File: config.mk
export PLATFORM = sky130hd
export DESIGN_NAME = ipv4_tx_fragment_header_gen
export DESIGN_NICKNAME = d
export VERILOG_FILES = /design/src/hw/rtl/iptx_pkg.sv /design/src/hw/rtl/ipv4_tx_fragment_header_gen.sv /design/src/hw/rtl/iptx_csum_unit.sv
export SDC_FILE = /design/constraint.sdc
export NUM_CORES = 1
export LEC_CHECK = 0
export BUFFER_PORTS_ARGS = -buffer_cell sky130_fd_sc_hd__clkbuf_2
export CELL_PAD_IN_SITES_DETAIL_PLACEMENT = 1
export CELL_PAD_IN_SITES_GLOBAL_PLACEMENT = 1
export CORE_ASPECT_RATIO = 0.6
export CORE_UTILIZATION = 48
export DETAILED_ROUTE_END_ITERATION = 10
export PLACE_DENSITY = 0.87
export SLEW_MARGIN = 20
export SYNTH_ARGS = -nofsm -noshare
export SYNTH_HDL_FRONTEND = slang
export SYNTH_SLANG_ARGS = --single-unit
File: constraint.sdc
create_clock -name clk -period 11 [get_ports clk]
set_input_delay 0.55 -clock clk [delete_from_list [all_inputs] [get_ports clk]]
set_output_delay 0.55 -clock clk [all_outputs]
set_load 0.05 [all_outputs]
File: src/hw/rtl/iptx_pkg.sv
// Shared types and constants of the IPv4 transmit header generator.
`default_nettype none

package iptx_pkg;

	// APB register map: register index sits at paddr[2] (byte address 4*i).
	localparam int unsigned APB_AW = 3;
	localparam int unsigned APB_DW = 32;
	localparam logic REG_IDX_LOCAL_ADDR = 1'b0;
	localparam logic REG_IDX_DEVICE_MTU = 1'b1;

	localparam logic [13:0] MTU_RESET = 14'd1500;
	localparam logic [13:0] MTU_FLOOR = 14'd1044;
	localparam logic [13:0] HDR_BYTES_14 = 14'd20;
	localparam logic [15:0] HDR_BYTES = 16'd20;
	localparam logic [15:0] MAX_PAYLOAD = 16'd65515;
	localparam logic [13:0] CHUNK_MASK = ~14'd7;
	localparam logic [7:0] VER_IHL = {4'd4, 4'd5};

	// The header is summed as nine 16-bit words.
	localparam int unsigned WIDX_W = 4;
	localparam logic [WIDX_W-1:0] WIDX_LAST = WIDX_W'(8);

	typedef enum logic [1:0] {
		STATUS_OK = 2'd0,
		STATUS_TOO_LARGE = 2'd1,
		STATUS_DST_SELF = 2'd2,
		STATUS_NEED_FRAG_DF = 2'd3
	} status_t;

	typedef enum logic [2:0] {
		ST_IDLE,
		ST_CHECK,
		ST_FRAG,
		ST_SUM,
		ST_OUT
	} state_t;

	typedef struct packed {
		logic clear;
		logic add;
	} csum_ctrl_t;

endpackage

`default_nettype wire

File: src/hw/rtl/ipv4_tx_fragment_header_gen.sv
// A rejected request goes from acceptance through the check state to the output state;
// otherwise each header, the first after the check state and each further one after the
// previous one is taken, passes the setup, checksum (nine words) and output states.
// The header checksum adder takes one 16-bit word per cycle while summing.
// A new request can be accepted from the cycle after the last result of the previous one is taken.
// Reset clears the sequencer and the identification counter, and restores the registers.
`default_nettype none

module ipv4_tx_fragment_header_gen (
	input  logic                          clk,
	input  logic                          arst_n,
	input  logic                          psel,
	input  logic                          penable,
	input  logic                          pwrite,
	input  logic [iptx_pkg::APB_AW-1:0]   paddr,
	input  logic [iptx_pkg::APB_DW-1:0]   pwdata,
	output logic [iptx_pkg::APB_DW-1:0]   prdata,
	output logic                          pready,
	input  logic                          in_valid,
	output logic                          in_stall,
	input  logic [31:0]                   dst_addr,
	input  logic [7:0]                    proto,
	input  logic [15:0]                   payload_len,
	input  logic [7:0]                    hop_limit,
	input  logic [5:0]                    dscp_val,
	input  logic [1:0]                    ecn_val,
	input  logic                          dont_frag,
	output logic                          out_valid,
	input  logic                          out_stall,
	output logic [1:0]                    status,
	output logic [15:0]                   ident,
	output logic [12:0]                   frag_offset,
	output logic                          more_frags,
	output logic                          df_flag,
	output logic [15:0]                   payload_start,
	output logic [15:0]                   frag_len,
	output logic [15:0]                   total_len,
	output logic [15:0]                   hdr_checksum,
	output logic                          last
);
	import iptx_pkg::*;

	state_t state_q, state_d;

	logic [31:0] local_addr_q;
	logic [13:0] device_mtu_q;
	logic [15:0] ident_cnt_q;

	logic [31:0] dst_q;
	logic [7:0]  proto_q;
	logic [15:0] len_q;
	logic [7:0]  ttl_q;
	logic [7:0]  tos_q;
	logic        df_q;
	logic [13:0] limit_q;
	logic        single_q;
	logic [15:0] pos_q;
	logic [WIDX_W-1:0] widx_q;

	status_t     status_q;
	logic [15:0] ident_q;
	logic [12:0] frag_off_q;
	logic        mf_q;
	logic        dff_q;
	logic [15:0] flen_q;
	logic [15:0] tot_q;
	logic        last_q;

	logic        cfg_wr;
	logic [13:0] mtu_eff;
	logic [13:0] chunk;
	logic        too_big;
	logic        is_self;
	logic        need_frag;
	logic [15:0] rem;
	logic        fits;
	logic [15:0] word;
	logic [15:0] csum_res;
	csum_ctrl_t  csum_ctrl;
	logic        in_acc;
	logic        out_acc;

	// Configuration port.
	assign pready = 1'b1;
	assign cfg_wr = psel & penable & pwrite;

	always_comb begin
		unique case (paddr[2])
			REG_IDX_LOCAL_ADDR: prdata = local_addr_q;
			REG_IDX_DEVICE_MTU: prdata = {{(APB_DW-14){1'b0}}, device_mtu_q};
			default:            prdata = '0;
		endcase
	end

	// Request checks and fragment sizing.
	assign mtu_eff = (device_mtu_q < MTU_FLOOR) ? MTU_FLOOR : device_mtu_q;
	assign chunk = limit_q & CHUNK_MASK;
	assign too_big = len_q > MAX_PAYLOAD;
	assign is_self = dst_q == local_addr_q;
	assign need_frag = len_q > {2'b00, limit_q};
	assign rem = len_q - pos_q;
	assign fits = rem <= {2'b00, chunk};

	always_comb begin
		case (widx_q)
			4'd0:    word = {VER_IHL, tos_q};
			4'd1:    word = tot_q;
			4'd2:    word = ident_q;
			4'd3:    word = {1'b0, dff_q, mf_q, frag_off_q};
			4'd4:    word = {ttl_q, proto_q};
			4'd5:    word = local_addr_q[31:16];
			4'd6:    word = local_addr_q[15:0];
			4'd7:    word = dst_q[31:16];
			default: word = dst_q[15:0];
		endcase
	end

	iptx_csum_unit u_csum (
		.clk    (clk),
		.ctrl   (csum_ctrl),
		.word   (word),
		.result (csum_res)
	);

	always_ff @(posedge clk or negedge arst_n) begin
		if (!arst_n) begin
			state_q <= ST_IDLE;
		end else begin
			state_q <= state_d;
		end
	end

	always_comb begin
		state_d = state_q;
		in_stall = 1'b1;
		out_valid = 1'b0;
		csum_ctrl = '0;
		unique case (state_q)
			ST_IDLE: begin
				in_stall = 1'b0;
				if (in_valid) begin
					state_d = ST_CHECK;
				end
			end
			ST_CHECK: begin
				if (too_big || is_self || (df_q && need_frag)) begin
					state_d = ST_OUT;
				end else begin
					state_d = ST_FRAG;
				end
			end
			ST_FRAG: begin
				csum_ctrl.clear = 1'b1;
				state_d = ST_SUM;
			end
			ST_SUM: begin
				csum_ctrl.add = 1'b1;
				if (widx_q == WIDX_LAST) begin
					state_d = ST_OUT;
				end
			end
			ST_OUT: begin
				out_valid = 1'b1;
				if (!out_stall) begin
					state_d = last_q ? ST_IDLE : ST_FRAG;
				end
			end
			default: state_d = ST_IDLE;
		endcase
	end

	assign in_acc = in_valid & ~in_stall;
	assign out_acc = out_valid & ~out_stall;

	// Configuration registers and the identification counter.
	always_ff @(posedge clk or negedge arst_n) begin
		if (!arst_n) begin
			local_addr_q <= '0;
			device_mtu_q <= MTU_RESET;
			ident_cnt_q <= '0;
		end else begin
			if (cfg_wr && paddr[2] == REG_IDX_LOCAL_ADDR) begin
				local_addr_q <= pwdata[31:0];
			end
			if (cfg_wr && paddr[2] == REG_IDX_DEVICE_MTU) begin
				device_mtu_q <= pwdata[13:0];
			end
			if (state_q == ST_CHECK && !(too_big || is_self || (df_q && need_frag))) begin
				ident_cnt_q <= ident_cnt_q + 16'd1;
			end
		end
	end

	// Datapath registers.
	always_ff @(posedge clk) begin
		if (in_acc) begin
			dst_q <= dst_addr;
			proto_q <= proto;
			len_q <= payload_len;
			ttl_q <= hop_limit;
			tos_q <= {dscp_val, ecn_val};
			df_q <= dont_frag;
			limit_q <= mtu_eff - HDR_BYTES_14;
		end
		unique case (state_q)
			ST_CHECK: begin
				pos_q <= '0;
				single_q <= ~need_frag;
				ident_q <= (too_big || is_self || (df_q && need_frag)) ? 16'd0 : ident_cnt_q;
				// A rejected request leaves all fields but status and last at zero.
				if (too_big) begin
					status_q <= STATUS_TOO_LARGE;
				end else if (is_self) begin
					status_q <= STATUS_DST_SELF;
				end else begin
					status_q <= df_q && need_frag ? STATUS_NEED_FRAG_DF : STATUS_OK;
				end
				if (too_big || is_self || (df_q && need_frag)) begin
					frag_off_q <= '0;
					mf_q <= 1'b0;
					dff_q <= 1'b0;
					flen_q <= '0;
					tot_q <= '0;
					last_q <= 1'b1;
				end
			end
			ST_FRAG: begin
				widx_q <= '0;
				frag_off_q <= pos_q[15:3];
				if (single_q) begin
					flen_q <= len_q;
					mf_q <= 1'b0;
					dff_q <= df_q;
					last_q <= 1'b1;
				end else begin
					flen_q <= fits ? rem : {2'b00, chunk};
					mf_q <= ~fits;
					dff_q <= 1'b0;
					last_q <= fits;
				end
			end
			ST_SUM: begin
				widx_q <= widx_q + WIDX_W'(1);
				// The total length word is registered while word 0 is summed, before it is needed as word 1.
				if (widx_q == '0) begin
					tot_q <= flen_q + HDR_BYTES;
				end
			end
			ST_OUT: begin
				if (out_acc && !last_q) begin
					pos_q <= pos_q + flen_q;
				end
			end
			default: begin
			end
		endcase
	end

	assign status = status_q;
	assign ident = ident_q;
	assign frag_offset = frag_off_q;
	assign more_frags = mf_q;
	assign df_flag = dff_q;
	assign payload_start = pos_q;
	assign frag_len = flen_q;
	assign total_len = tot_q;
	assign hdr_checksum = (status_q == STATUS_OK) ? csum_res : 16'd0;
	assign last = last_q;

endmodule

`default_nettype wire

File: src/hw/rtl/iptx_csum_unit.sv
// One's-complement accumulator that sums one header word per cycle while add is set.
`default_nettype none

module iptx_csum_unit (
	input  logic               clk,
	input  iptx_pkg::csum_ctrl_t ctrl,
	input  logic [15:0]        word,
	output logic [15:0]        result
);
	import iptx_pkg::*;

	logic [15:0] acc_q;
	logic [16:0] sum;
	logic [15:0] folded;

	// End-around carry keeps the running sum in one's-complement form.
	assign sum = {1'b0, acc_q} + {1'b0, word};
	assign folded = sum[15:0] + {15'd0, sum[16]};
	assign result = ~acc_q;

	always_ff @(posedge clk) begin
		if (ctrl.clear) begin
			acc_q <= '0;
		end else if (ctrl.add) begin
			acc_q <= folded;
		end
	end

endmodule

`default_nettype wire

======== Word level (Yosys, flattened, before mapping) ========
Cells that the tools add are included.
storage, ports and cells
  word-level logic and storage cells ...... 118
  input bits .............................. 115
  output and inout bits ................... 133
  bits in registers ....................... 255
operators by class
  multiplexer cells ....................... 35
  equal/unequal tests ..................... 19
  reduce and logical (&&, ||, !) cells .... 20
  $add $sub $neg .......................... 8
  order comparisons ....................... 4
  bitwise operators ....................... 9
operators with widths
  operator                                                                        number
  16-bit one-hot mux with 8 select lines                                          1
  16-bit 2-to-1 mux                                                               6
  16-bit one-hot mux with 2 select lines                                          3
  32-bit one-hot mux with 2 select lines                                          1
  32-bit == test                                                                  1
  13-bit one-hot mux with 2 select lines                                          1
  16-bit by 16-bit adder with 17-bit output                                       1
  16-bit by 1-bit adder with 16-bit output                                        1
  16-bit by 1-bit adder with 16-bit output, second input constant                 1
  16-bit adder                                                                    1
  16-bit by 5-bit adder with 16-bit output, second input constant                 1
  4-bit by 3-bit == test with 1-bit output, second input constant                 4
  16-bit by 14-bit > comparator with 1-bit output                                 1
  16-bit > comparator, second input constant                                      1
  16-bit by 14-bit less-or-equal comparator with 1-bit output                     1
  16-bit NOT                                                                      1
  16-bit subtractor                                                               1
  3-bit one-hot mux with 5 select lines                                           1
  14-bit by 11-bit less-than comparator with 1-bit output, second input constant  1
  14-bit 2-to-1 mux                                                               1
  14-bit by 5-bit subtractor with 14-bit output, second input constant            1
  13-bit 2-to-1 mux                                                               1
  3-bit 2-to-1 mux                                                                4
  2-bit != test, second input constant                                            6
  22 further kinds                                                                53

======== Logic depth before layout (Yosys ltp) ========
  depth after elaboration ................. 6
  gate-level depth with buffers ........... 24
  mapped depth without buffers ............ 23

======== Hierarchy ========
From an unflattened synthesis, not the netlist that was laid out.
unflattened totals
  cell total of the unflattened synthesis .. 1327
  area, all modules ....................... 14685.3 µm²
modules (own cells, without submodules)
  module                       times used  area an instance (µm²)  seq. area each (µm²)  cells an instance
  ipv4_tx_fragment_header_gen  1           12774.8                 6860.3                1084
  iptx_csum_unit               1           1910.6                  320.3                 243

======== Worst setup path after synthesis ========
OpenSTA, ideal clock, no wires.
  path type ............................... reg-to-reg
  start point ............................. reg state_q[0]
  end point ............................... reg df_q, enable pin
  buffers on the path ..................... 1
  data required time ...................... 10.466 ns
  setup slack ............................. 5.548 ns
  period minus slack after synthesis ...... 5.452 ns
  arrival ................................. 4.919 ns
  setup time .............................. 0.534 ns
  cell stages (with the launch flop) ...... 4
  path through ............................ dfrtp_1 -> clkbuf_1 -> or3_1 -> nor2_1
between the ends
  word-level cells in the longest chain between the ends .. 2
RTL lines
  what                      RTL line                            text
  start: declaration        ipv4_tx_fragment_header_gen.sv:43   state_t state_q, state_d;
  start signal: assignment  ipv4_tx_fragment_header_gen.sv:129  state_q <= state_d;
  3-bit zero test           ipv4_tx_fragment_header_gen.sv:138  unique case (state_q)
  1-bit bitwise AND         ipv4_tx_fragment_header_gen.sv:172  assign in_acc = in_valid & ~in_stall;
  via in_acc                ipv4_tx_fragment_header_gen.sv:80   logic in_acc;
  end signal: assignment    ipv4_tx_fragment_header_gen.sv:202  df_q <= dont_frag;
  end: declaration          ipv4_tx_fragment_header_gen.sv:54   logic df_q;
The timed path passes the listed nets, and every way through them passes these cells.
A chain may end at the register's enable or synchronous reset.

======== Worst setup path after layout ========
  start point ............................. reg widx_q[0]
  end point ............................... reg u_csum.acc_q[13]
between the ends
  word-level cells in the longest chain between the ends .. 4
  elaborated cells between the ends (all ways) .. 11
  classes of those cells .................. 2 x add/sub; 7 x eq/ne; 1 x mux; 1 x reduce/logical
RTL lines
  what                                                              RTL line                            text
  start: declaration                                                ipv4_tx_fragment_header_gen.sv:58   logic [WIDX_W-1:0] widx_q;
  start signal: assignment                                          ipv4_tx_fragment_header_gen.sv:243  widx_q <= widx_q + WIDX_W'(1);
  4-bit by 3-bit == test with 1-bit output (tied with other cells)  ipv4_tx_fragment_header_gen.sv:105  case (widx_q)
  16-bit one-hot mux with 8 select lines *                          ipv4_tx_fragment_header_gen.sv:105
  16-bit by 16-bit adder with 17-bit output *                       iptx_csum_unit.sv:17                assign sum = {1'b0, acc_q} + {1'b0, word};
  16-bit by 1-bit adder with 16-bit output *                        iptx_csum_unit.sv:18                assign folded = sum[15:0] + {15'd0, sum[16]};
  end signal: assignment                                            iptx_csum_unit.sv:25                acc_q <= folded;
  end: declaration                                                  iptx_csum_unit.sv:12                logic [15:0] acc_q;
Every way passes the cells marked *; elsewhere a longest branch is shown, timed or not.

==> impl_metrics.json <==
{
  "path_buf_inv": 0,
  "async_reset_ff_share_pct": 25.5,
  "timing.max_cap.violations": 0,
  "die_x_um": 223,
  "period_needed_ps": 5710,
  "n_fill_cell": 3145,
  "fp.dieH_um": 135,
  "setup_tns_ps": 0,
  "synthTopCellsByArea": "edfxtp_1, dfrtp_1, ha_1, mux2_2, xor2_1",
  "grt_pass1_wl_um": 76400,
  "critPathMaxFanout": 16,
  "first_iter_violations": 1438,
  "place.gp.congestion": 0.993,
  "synth_area_per_cell_um2": 11.0,
  "grt-ovfl-total": 0,
  "clkSinkCount": 255,
  "syn_inst": 1278,
  "finalWirelength_um": 52300,
  "dp.cells": 1864,
  "largestRegisters": "dst_q: 32 flops, local_addr_q: 32 flops",
  "slew_headroom_pct": 24.8,
  "final_cells": 1913,
  "cts_setup_buffers": 0,
  "cp_cell_sequence": "ha_1 > and2_1 > a22o_1 > a221oi_1 > nand4_1 > fa_1 > a211o_1 > a21oi_1 > o211ai_1 > a31oi_1 > o21ai_0 > a21oi_1 > o21bai_1 > ha_1 > and3_1 > nand3_1 > nor3_1 > and3_1 > nand2_1 > xor2_1 > o21ai_0",
  "nNetsFinal": 1716,
  "synth_seq_cells": 255,
  "post_synth_num_cell_types": 67,
  "power.leakage_nw": 7.07,
  "layout_setup_ws_ps": 5290,
  "grt_usage_pct": 34.6,
  "clk_latency_ps": 570,
  "grt_antenna_before_repair": 2,
  "finalSetupViolCount": 0,
  "cpMaxStageDelayCell": "fa_1",
  "cp_top_family": "compound AO/OA/AOI/OAI gates",
  "io_buffers": 244,
  "synth-edff-count": 174,
  "cts_made_buffers": 26,
  "syn-cell-area_um2": 14100,
  "die_area_um2": 30100,
  "cp_slowest_stage_delay_ps": 570,
  "final_util_pct": 57.5,
  "grt_pass1_vias": 12001,
  "layout-drive-gt1-share_pct": 24.5,
  "syn_to_final_growth_pct": 17.5,
  "place_hpwl_um": 40500,
  "drv_slew": 0,
  "rsz0062_at_grt": "no",
  "drc": 0,
  "grt_start_max_net_pins": 84,
  "min_period_over_period_pct": 51.9,
  "fin_skew_ps": 24.1,
  "cts_hold_buf": 0,
  "cp.required_ps": 11410,
  "htreeDepth": 1,
  "power_density_nw_per_um2": 328,
  "critPathCaptureType": "register",
  "post-place-ws_ps": 5380,
  "hold_slack_ps": 160,
  "cts_tree": "yes",
  "synth_top_area_share_pct": 37.1,
  "status": "finished clean",
  "core-area_um2": 28800,
  "cts_max_path_buffers": 3,
  "startpoint_type": "register",
  "vias_per_cell": 6.26,
  "via_count": 11981,
  "hold_viol": 0,
  "yosys.area.top_type": "edfxtp_1",
  "hp-class": "input pin to register",
  "ios": 248,
  "critical_path_class": "register to register",
  "worstPathArrival_ps": 6130,
  "start_util_pct": 49.0,
  "ant_nets": 0,
  "worst_pin_slew_ps": 1130,
  "fmax_mhz": 175,
  "ys_seq_area_share_pct": 51.0,
  "routedWlPerCell_um": 27.3,
  "cts.reportedPaths.clkPinSlew_ps": 70,
  "cts_root_buffer": "clkbuf_16",
  "syn_nets": 1477,
  "dr.pass1.iters": 8,
  "post_cts_resized": 0,
  "fp-row-count": 48,
  "vdd_drop_max_v": 0.000175,
  "synthFlopType": "edfxtp_1",
  "ys_warn_count": 0
}
==> cell usage after synthesis, drive strengths merged, types with 6 or more instances <==
library cell and n:
edfxtp 174, nor2 101, nand2 84, ha 81, xor2 69, mux2 62
o21ai 62, dfrtp 58, inv 58, a21oi 54, clkbuf 42, xnor2 36
and2 34, nand3 34, nor2b 30, nand4 25, nor3 25, a22oi 24
a21o 22, dfxtp 16, and3 15, a221oi 14, a22o 13, or3 13
o21a 12, nor4 11, nand2b 10, mux2i 9, a211oi 8, a222oi 8
dfstp 7, o211ai 6, o21bai 6
==> cell type report <==
class	count	area, um^2	area share [%]
diodes	1	2.50	0.0151
clock buffers	33	718	4.34
clock inverters	15	113	0.680
inverters	60	225	1.36
multi-input cells	917	6520	39.4
flip-flops and latches	255	7180	43.4
well taps	375	469	2.84
repair buffers	257	1320	7.97
==> kinds of logic (layout without fill, tap and decap cells) <==
logic type	Yosys count	count (layout)	share of synthesized area [%]
and+or+nand+nor	397	397	14.0
AOI/OAI and AO/OA	259	259	12.4
DFF	255	255	51.0
buffers and inverters	106	365	2.88
xor gates and xnor gates	105	105	6.53
adders and majority gates	84	84	7.62
muxes	71	71	5.60
other	1	2	0.0266
==> where the power goes <==
group	switching, W	internal [W]
sequential	0.000362	0.00138
combinational	0.00191	0.000883
clock	0.000400	0.000487
==> layer usage <==
| metal | GRT usage [%] | part of all wire, % | vias to the layer above |
|---|---|---|---|
| met3 | 10.8 | 12 | 119 |
| met2 | 49.1 | 42 | 685 |
| met4 | 11.8 | 3.6 | 0 |
| met5 | 0 | 0 | - |
| met1 | 49.8 | 43 | 6016 |
| li1 | - | - | 5161 |
==> per-stage QoR <==
stage | instance area [um^2] | power (W)
5_1_grt | 16500 | 0.00566
3_3_place_gp | 15700 | 0.00432
2_1_floorplan | 14100 | 0.00356
6_report | 16500 | 0.00542
4_1_cts | 16500 | 0.00536
3_5_place_dp | 15700 | 0.00445
==> placed cells by master, fill, tap and decap left out, types with 10 or more instances in the layout <==
cell / count
a22oi_1: 24
and2_1: 33
clkbuf_2: 243
nor2_1: 100
a221oi_1: 13
o21a_1: 12
dfxtp_1: 16
nand2b_1: 10
xor2_1: 69
a21o_1: 22
and3_1: 15
or3_1: 13
ha_1: 81
inv_1: 58
a21oi_1: 54
nor4_1: 11
nand4_1: 25
a22o_1: 13
mux2_2: 62
dfrtp_1: 58
edfxtp_1: 174
nand2_1: 84
clkbuf_16: 27
nor3_1: 25
buf_4: 13
xnor2_1: 36
o21ai_0: 59
nand3_1: 34
nor2b_1: 29
==> path summary, 6_finish.rpt <==
kind / from / endpoint / slack [ps] / cells after the start
setup / recovery: widx_q[0] / u_csum.acc_q[13] / 5290 / 21
hold / removal: dst_addr[5] / dst_q[5] / 160 / 1
setup reg to reg: widx_q[0] / u_csum.acc_q[13] / 5290 / 21
hold reg to reg: u_csum.acc_q[0] / u_csum.acc_q[0] / 500 / 2
max in group asynchronous: arst_n / ident_cnt_q[4] / 10200 / 2
min in group asynchronous: arst_n / local_addr_q[24] / 190 / 2
Power figures use the tool's default switching activity.
